<file path="config.mk">
export PLATFORM = sky130hd
export DESIGN_NAME = sts_ram
export DESIGN_NICKNAME = d
export VERILOG_FILES = /design/src/rtl/sts_ram.sv
export SDC_FILE = /design/constraint.sdc
export NUM_CORES = 1
export LEC_CHECK = 0
export BUFFER_PORTS_ARGS = -buffer_cell sky130_fd_sc_hd__buf_2
export CELL_PAD_IN_SITES_DETAIL_PLACEMENT = 0
export CELL_PAD_IN_SITES_GLOBAL_PLACEMENT = 1
export CORE_MARGIN = 3
export CORE_UTILIZATION = 48
export DETAILED_ROUTE_END_ITERATION = 6
export HOLD_SLACK_MARGIN = 0.03
export PLACE_DENSITY_LB_ADDON = 0.2
export SLEW_MARGIN = 20
export SYNTH_ARGS = -nofsm -noshare
export SYNTH_HDL_FRONTEND = slang
export SYNTH_SLANG_ARGS = --single-unit
</file>
<file path="constraint.sdc">
create_clock -name clk -period 1.42 [get_ports clk]
set_input_delay 0.071 -clock clk [delete_from_list [all_inputs] [get_ports clk]]
set_output_delay 0.071 -clock clk [all_outputs]
set_load 0.02 [all_outputs]
</file>
<file path="src/rtl/sts_ram.sv">
// Generic simple dual-port RAM with one write port and a registered read port.
`timescale 1ns / 1ps
`default_nettype none

module sts_ram #(
    parameter int WIDTH     = 8,
    parameter int ADDR_BITS = 4
) (
    input  wire logic                 clk,
    input  wire logic                 we,
    input  wire logic [ADDR_BITS-1:0] waddr,
    input  wire logic [WIDTH-1:0]     wdata,
    input  wire logic                 re,
    input  wire logic [ADDR_BITS-1:0] raddr,
    output logic      [WIDTH-1:0]     rdata
);

    localparam int DEPTH = 1 << ADDR_BITS;

    logic [WIDTH-1:0] mem [DEPTH];

    always_ff @(posedge clk)
    begin
        if (we)
        begin
            mem[waddr] <= wdata;
        end
        if (re)
        begin
            rdata <= mem[raddr];
        end
    end

endmodule

`default_nettype wire

</file>
==> results of run 1 <==
## metrics by stage
step | utilization | setup slack [ps]
floorplan | - | 66.59
global placement | 0.5454 | -291.2
detailed placement | 0.5454 | -311.9
CTS | 0.6055 | -23.06
global route | 0.6051 | -47.86
finish | 0.6051 | -22.15
## power groups by stage
| stage | clock network [uW] | logic, uW | registers, uW |
|---|---|---|---|
| floorplan | 0 | 229 | 4650 |
| global placement | 0 | 457 | 4630 |
| detailed placement | 0 | 463 | 4630 |
| CTS | 3860 | 500 | 4550 |
| global route | 4010 | 540 | 4560 |
| finish | 3780 | 496 | 4550 |
## layer usage
metal  routed length [um]  vias to the layer above
li1                     -                     1121
met1                 4486                     1314
met2                 4802                       52
met3                  380                        7
met4                   78                        0
met5                    0                        -
## kinds of logic after synthesis
group | after synthesis | share of synthesized area
AOI/OAI and AO/OA | 16 | 0.02298
buffers and inverters | 10 | 0.01651
DFF | 136 | 0.7812
muxes | 32 | 0.1479
and+or+nand+nor | 35 | 0.03136
## what timing repair did
action                                 4_1_cts  5_1_grt
hold buffers                                 9        0
endpoints found under the hold margin      136        0
pin swaps                                    5        5
resized for setup                           11        8
setup endpoints to repair                    5        7
## synthesized netlist by cell type, drive strengths merged
cell           count  share of area
nand3b             2         0.0029
a22oi             16          0.023
edfxtp           136           0.78
nor3               4         0.0038
nand2b             2         0.0024
mux4              32           0.15
nand2              9         0.0065
clkdlybuf4s25      3         0.0057
or3b               1         0.0017
nor2              13         0.0093
nor2b              1         0.0012
and2               1         0.0012
buf                7          0.011
nand3              1        0.00096
and2b              1         0.0014
## sequential cells by signal (all words and copies together), names as in the netlist
register / cells
mem: 128
rdata: 8
## layout make-up
| type | count | area, um^2 | area share |
|---|---|---|---|
| clock buffers | 21 | 429.2 | 0.06779 |
| clock inverters | 11 | 82.58 | 0.01304 |
| repair buffers | 63 | 480.5 | 0.07589 |
| well taps | 136 | 170.2 | 0.02688 |
| flip-flops and latches | 136 | 4084 | 0.6451 |
| multi-input cells | 83 | 1085 | 0.1713 |
## worst min path at each step
| stage | endpoint | start | cells after the start |
|---|---|---|---|
| after floorplan | mem[0][0] | wdata[0] | 0 |
| after global placement | rdata[3] | re | 1 |
| after detailed placement | rdata[3] | re | 1 |
| after CTS | mem[0][6] | waddr[0] | 3 |
| after global routing | mem[0][5] | waddr[0] | 3 |
| final | mem[4][6] | waddr[0] | 3 |
## worst reg2reg max path, stage by stage (launching register included)
cell and delay, ps:
edfxtp_1 390, mux4_2 480, a22oi_2 210, nand2_1 110
## layout by cell type (no fill, tap or decap), drive strengths merged, types with 2 or more instances in the layout
master / count
edfxtp: 136
buf: 54
mux4: 32
clkbuf: 21
a22oi: 16
nor2: 13
dlygate4sd3: 9
nand2: 9
clkinv: 7
nor3: 4
clkinvlp: 3
nand3b: 2
nand2b: 2
==> impl_metrics.tcl, run 1 <==
set metrics [dict create \
    cts_inserted_buffers 17 \
    rows 37 \
    ys_types 18 \
    p_comb_frac 0.056 \
    crit_family "multiplexers" \
    finalSetupTns_ps -22.15 \
    grt_use_met3 0.05242 \
    path_class "flip-flop to flip-flop" \
    start_util 0.4996 \
    leakage_uw 0.002123 \
    slowest_stage "mux4_2" \
    wirelength_um 9747 \
    path_depth 3 \
    synthCells 229 \
    wl_per_cell_um 21.66 \
    drc 0 \
    cellPowerDensity_nw_per_um2 1394 \
    ir_drop_uv 533.6 \
    grt_pass1_wl_um 14850 \
    cp.required_ps 1670 \
    first_pass_iters 4 \
    setup_viol 1 \
    diodes 0 \
    reg2reg_depth 3 \
    core_um2 10460 \
    hold_path.class "primary input to flip-flop" \
    tightest_slew_ps 906.7 \
    fin_hold_ws_ps 127.8 \
    failed_checks "setup timing" \
    top_usage_layer "met2" \
    gp_congestion 0.7251 \
    die_w_um 110.4 \
    cts_tree "built" \
    cpPeakStageDelay_ps 480 \
    synth_area_per_cell_um2 22.83 \
    r2r_slack_ps -20 \
    crit_fanout 1 \
    cts.clk_slew.worst_paths_ps 60 \
    p_switching_uw 1791 \
    avgViaCountPerCell 5.542 \
    pwr-share-seq 0.516 \
    use_met1 0.2456 \
    io_pins 27 \
    track_usage 0.1795 \
    reg2reg_from "mem[3][4]" \
    clkPwrFrac 0.428 \
    final_cells 450 \
    crit_buf_inv 0 \
    max_freq_mhz 693.4 \
    antenna_found_initial 0 \
    area_growth_pct 21.11 \
    h-tree-depth 4 \
    power.total_uw 8824 \
    vias 2494 \
    endpoint_kind "flip-flop" \
    arrival_ps 1700 \
    finClkSkew_ps 3.853 \
    worst_r2r_endpoint "rdata[4]" \
    path_cells "mux4_2 > a22oi_2 > nand2_1" \
    grt_overflow 0 \
    fin_area_um2 6331 \
    yosysWarningCount 0 \
    switching_share 0.2030 \
    placed_area_um2 5707 \
    rsz0062_at_grt "true" \
    grt_max_degree 19 \
    finalNetCount 320 \
    drive_above_1_share 0.3726 \
    root_buffer "clkbuf_8" \
    die_h_um 110.4 \
    crit_start "mem[3][4]" \
    maxCapViolCount 0 \
    max_slew_margin 0.3933 \
    clock_path_buffers 2 \
    grt_pass1_vias 2542 \
    netlist_area_um2 5228 \
    synth_fp_nets 248 \
    p_int_uw 7032 \
    synth_seq_area_share 0.7812 \
    clkSinkCount 136 \
    cts_setup_buffers 0 \
    dp_cells 409 \
    drtAntennaViolNets 0 \
    cp-start-kind "flip-flop" \
    met2_usage 0.2756 \
    die_area_um2 12180 \
    io_buffers 26 \
    fin_crit_ps 1442 \
    setup_slack_ps -22.15 \
    hold_viol 0 \
    first_iter_violations 167 \
    outcome "finished with violations" \
    fin_crit_sh 1.016 \
    clock_latency_ps 510 \
    hpwl_um 6385 \
    ys_ff_latch 136 \
    endpoint "rdata[4]" \
    drv_slew 0 \
    fillCellCount 789 \
]
No activity file was read; power rests on OpenSTA's default activity.
==> run 2: changes to the inputs <==
ABC_AREA = 1   (was default)
CORE_UTILIZATION = 44   (was 48)
==> run 2 against run 1 <==
  * Largest power group unchanged
  * Final cell count up 74%
  * Maximum frequency up 25%
  * Register-to-register slack better by 290 ps
  * Total power down 0.64%
  * Worst hold slack worse by 53 ps
  * Non-clock buffer count down 7
  * Critical endpoint is now rdata[2]
  * The flow now finishes without violations
==> impl_metrics.tcl, run 2 <==
set metrics [dict create \
    clock_latency_ps 410 \
    final_cell_mix "nand2_1 (173), edfxtp_1 (136), inv_1 (100), nand3_1 (97), buf_2 (26)" \
    fillCellCount 1203 \
    cts_setup_buffers 0 \
    io_pins 27 \
    h-tree-depth 4 \
    antenna_found_initial 0 \
    crit_top_cell "nand3_1" \
    cellPowerDensity_nw_per_um2 1290 \
    synth-main-ff-cell "edfxtp_1" \
    root_buffer "clkbuf_16" \
    cts_inserted_buffers 17 \
    drc 0 \
    regMostFlops "mem" \
    cp.required_ps 1580 \
    die_area_um2 14710 \
    hold_buffers 1 \
    rows 41 \
    fin_hold_ws_ps 74.42 \
    post_cts_resized 0 \
    use_met1 0.2688 \
    reg.largest.list "mem: 128 flops, rdata: 8 flops" \
    drv_slew 0 \
    crit_fanout 1 \
    drtAntennaViolNets 0 \
    vias 3843 \
    grt_overflow 0 \
    avgViaCountPerCell 4.896 \
    p_comb_frac 0.068 \
    pwr-share-seq 0.520 \
    synth_fp_nets 570 \
    utilization 0.5298 \
    met2_usage 0.3143 \
    clkSinkCount 136 \
    max_slew_margin 0.5784 \
    cpPeakStageDelay_ps 380 \
    rsz0062_at_grt "false" \
    cts_tree "built" \
    crit_start "mem[1][2]" \
    maxCapViolCount 0 \
    cp-start-kind "flip-flop" \
    fin_crit_ps 1157 \
    arrival_ps 1320 \
    hold_path.class "primary input to flip-flop" \
    reg2reg_from "mem[1][2]" \
    synth_common_cells "nand2_1 (173), edfxtp_1 (136), inv_1 (100)" \
    ys_ff_latch 136 \
    ys_types 11 \
    synth_seq_area_share 0.6985 \
    diodes 0 \
    largest_register_ffs 128 \
    grt_max_degree 36 \
    worst_r2r_endpoint "rdata[2]" \
    final_common_cell "nand2_1" \
    io_buffers 26 \
    synth.most_common_cell "nand2_1" \
    start_util 0.4559 \
    finalSetupTns_ps 0 \
    endpoint_kind "flip-flop" \
    cts.clk_slew.worst_paths_ps 50 \
    wirelength_um 13570 \
    path_class "flip-flop to flip-flop" \
    leakage_uw 0.002941 \
    core_um2 12820 \
    gp_congestion 0.8044 \
    fin_crit_sh 0.8148 \
    outcome "complete, no violations" \
    top_usage_layer "met2" \
    hpwl_um 8842 \
    grt_pass1_vias 3936 \
    synth_top_cells_by_area "edfxtp_1 (70%), nand2_1 (11%), nand3_1 (8.3%)" \
    hold_viol 0 \
    path_cells "inv_1 > nand2_1 > nand3_1 > nand3_1 > nand3_1 > nand2_1" \
    die_w_um 121.3 \
    synth_enable_flop_cells 136 \
    reg2reg_depth 6 \
    tightest_slew_ps 631.6 \
    async_flop_share 0 \
    drive_above_1_share 0.1256 \
    netlist_area_um2 5847 \
    wl_per_cell_um 17.29 \
    finalNetCount 621 \
    switching_share 0.2157 \
    synth_top_area_cell "edfxtp_1" \
    track_usage 0.2017 \
    clkPwrFrac 0.412 \
    power.total_uw 8767 \
    max_freq_mhz 864.3 \
    setup_viol 0 \
    r2r_slack_ps 260 \
    area_growth_pct 16.20 \
    first_pass_iters 4 \
    p_int_uw 6876 \
    synthCells 551 \
    synth_area_per_cell_um2 10.61 \
    hold_end "mem[10][5]" \
    die_h_um 121.3 \
    clock_path_buffers 2 \
    yosysWarningCount 0 \
    ir_drop_uv 895.4 \
    yosysTopAreaCellShare 0.6985 \
    worstHoldStart "wdata[5]" \
    grt_use_met3 0.05315 \
    p_switching_uw 1891 \
    finClkSkew_ps 5.455 \
    whs_path_depth 1 \
    grt_pass1_wl_um 21690 \
    slowest_stage "edfxtp_1" \
    first_iter_violations 320 \
]
## run 2: through the flow
stage	instance area, um^2	worst slack (ps)	instances
CTS	6794	266.5	785
floorplan	5847	398.2	551
global route	6794	114.4	785
finish	6794	262.9	785
global placement	6306	14.36	754
detailed placement	6306	17.10	754
## run 2: kinds of logic (layout without fill, tap and decap cells)
family / after synthesis / count (layout) / share of synthesized area
buffers and inverters: 126 / 188 / 0.09394
flip-flops: 136 / 136 / 0.6985
AND/OR/NAND/NOR: 289 / 289 / 0.2076
## run 2: how the worst max path moves through the flow
stage / end / slack, ps
finish: rdata[2] / 260
CTS: rdata[5] / 270
global route: rdata[2] / 110
detailed placement: rdata[1] / 20
floorplan: mem[10][0] / 400
global placement: rdata[7] / 10
## run 2: layout make-up
cell class	count	area, um^2	area share
Sequential cell	136	4084	0.6011
Multi-Input combinational cell	289	1214	0.1786
Clock buffer	22	444.2	0.06538
Timing Repair Buffer	56	420.4	0.06188
Inverter	102	382.9	0.05635
Tap cell	172	215.2	0.03168
Clock inverter	8	33.78	0.004972
## run 2: worst max-delay path: cells and delay by family, from the launching register on
family	cells	cell delay, ps
flip-flops	1	380
buffers and inverters	1	70
AND/OR/NAND/NOR	5	460
## run 2: power groups by stage
| stage | clock, uW | combinational (uW) | sequential [uW] |
|---|---|---|---|
| 2_1_floorplan | 0 | 317 | 4650 |
| 3_3_place_gp | 0 | 597 | 4630 |
| 3_5_place_dp | 0 | 601 | 4640 |
| 4_1_cts | 3690 | 606 | 4550 |
| 5_1_grt | 3860 | 672 | 4560 |
| 6_report | 3620 | 597 | 4560 |
## run 2: per-layer routing
metal  part of all wire  up-vias
li1                   -     1883
met2               0.46       94
met4              0.026        0
met3              0.054       27
met1               0.46     1839
met5                  0        -
==> run 3: changes to the inputs <==
CORE_UTILIZATION = 49   (was 44)
clock period = 1.1 ns   (was 1.42 ns; I/O delays follow)
==> run 3 against run 2 <==
  * Global-route usage is 1.8 points higher
  * Largest power group is now clock
  * Total power increased by 46%
  * Clock power grew 67%
  * Count of clock-buffer cells in the layout fell by 3
  * Critical path depth unchanged
  * Combinational power up 50%
  * Worst setup slack lost 260 ps
  * Via count about the same
  * Sequential share of layout area decreased by 3.8 points
  * Sequential power is 29% higher
  * Routed wire length grew 0.49%
==> impl_metrics.tcl, run 3 (same netlist as run 2, synthesis figures left out) <==
set metrics [dict create \
    cp.required_ps 1270 \
    final_common_cell "nand2_1" \
    slowest_stage "edfxtp_1" \
    path_class "flip-flop to flip-flop" \
    grt_max_degree 65 \
    cts_inserted_buffers 17 \
    gp_congestion 0.8528 \
    cellPowerDensity_nw_per_um2 1767 \
    io_buffers 26 \
    fin_crit_sh 0.9978 \
    cts_setup_buffers 0 \
    cts_tree "built" \
    finalSetupTns_ps 0 \
    tightest_slew_ps 404.7 \
    clock_latency_ps 410 \
    final_cell_mix "nand2_1 (168), edfxtp_1 (136), inv_1 (97), nand3_2 (54), nand3_1 (42)" \
    clkSinkCount 136 \
    track_usage 0.2201 \
    leakage_uw 0.003136 \
    io_pins 27 \
    core_um2 11520 \
    p_switching_uw 2684 \
    drv_slew 0 \
    h-tree-depth 4 \
    finClkSkew_ps 6.268 \
    placed_area_um2 6302 \
    area_growth_pct 24.10 \
    vias 3840 \
    crit_buf_inv 1 \
    die_area_um2 13280 \
    die_w_um 115.2 \
    switching_share 0.2093 \
    fin_area_um2 7256 \
    cp-start-kind "flip-flop" \
    path_cells "inv_1 > nand2_1 > nand3_2 > nand3_2 > nand3_2 > nand2_1" \
    drc 0 \
    arrival_ps 1260 \
    diodes 0 \
    rows 39 \
    regMostFlops "mem" \
    final_cells 759 \
    root_buffer "clkbuf_16" \
    max_freq_mhz 911.1 \
    hold_path.class "primary input to flip-flop" \
    hpwl_um 8323 \
    grt_pass1_wl_um 21050 \
    grt_pass1_vias 3746 \
    p_int_uw 10140 \
    dp_cells 726 \
    setup_viol 0 \
    pwr-share-seq 0.458 \
    crit_fanout 1 \
    antenna_found_initial 0 \
    grt_overflow 0 \
    clock_path_buffers 2 \
    avgViaCountPerCell 5.059 \
    crit_family "simple AND/OR/NAND/NOR gates" \
    reg.largest.list "mem: 128 flops, rdata: 8 flops" \
    first_pass_iters 4 \
    ir_drop_uv 1066 \
    fin_crit_ps 1098 \
    power.total_uw 12820 \
    cpPeakStageDelay_ps 360 \
    p_comb_frac 0.070 \
    hold_viol 0 \
    endpoint_kind "flip-flop" \
    maxCapViolCount 0 \
    finalNetCount 622 \
    crit_top_cell "nand3_2" \
    drive_above_1_share 0.2419 \
    cts.clk_slew.worst_paths_ps 60 \
    die_h_um 115.2 \
    rsz0062_at_grt "true" \
    first_iter_violations 303 \
    max_slew_margin 0.7302 \
    wirelength_um 13640 \
    wl_per_cell_um 17.97 \
    drtAntennaViolNets 0 \
    outcome "complete, no violations" \
    largest_register_ffs 128 \
    start_util 0.5077 \
    clkPwrFrac 0.472 \
]
run 3: cell count changes in the layout (fill, tap and decap cells not counted), moves of 3 or more:
cell,change
bufinv_16,+5
clkbuf_1,-3
clkinv_1,-3
clkinvlp_4,+3
inv_1,-3
inv_2,+3
nand2_1,-5
nand2_2,+5
nand3_1,-55
nand3_2,+54
run 3: cell type report:
type / count / area, um^2
clock buffers: 19 / 432.9
clock inverters: 13 / 202.7
fillers: 902 / 4260
inverters: 102 / 382.9
multi-input cells: 289 / 1509
flip-flops and latches: 136 / 4084
well taps: 143 / 178.9
repair buffers: 57 / 465.4
run 3: timing repair:
item | CTS | global route
hold endpoints to repair | 8 | 0
hold buffers | 1 | 0
pin swaps | 2 | 37
endpoints found under the setup margin | 7 | 10
resized for setup | 10 | 58
run 3: layer usage:
metal / vias up / share of wire / track usage
met2: 95 / 0.50 / 0.3492
met4: 0 / 0.014 / 0.07746
met5: - / 0 / 0
li1: 1886 / - / -
met1: 1844 / 0.44 / 0.3027
met3: 15 / 0.043 / 0.04789
run 3: power groups by stage:
stage               Sequential, uW  Clock [uW]  Combinational [uW]
floorplan                     6000           0                 409
global placement              5980           0                 782
detailed placement            5980           0                 788
CTS                           5880        6130                 815
global route                  5880        6390                 984
finish                        5880        6050                 894
run 3: path summary, 6_finish.rpt:
path,start,to,slack (ps),cells after the start
setup / recovery,mem[5][6],rdata[6],2,6
hold / removal,wdata[4],mem[0][4],60,1
setup reg to reg,mem[5][6],rdata[6],2,6
hold reg to reg,mem[10][6],rdata[6],750,6
run 3: through the flow:
step	hold slack, ps	utilization	setup WS [ps]
final	64.94	0.6301	2.389
after global placement	429.8	0.5473	-159.5
after floorplan	153.9	-	94.16
after detailed placement	437.4	0.5473	-171.0
after CTS	55.09	0.6077	0.6146
after global routing	51.09	0.6301	-44.57
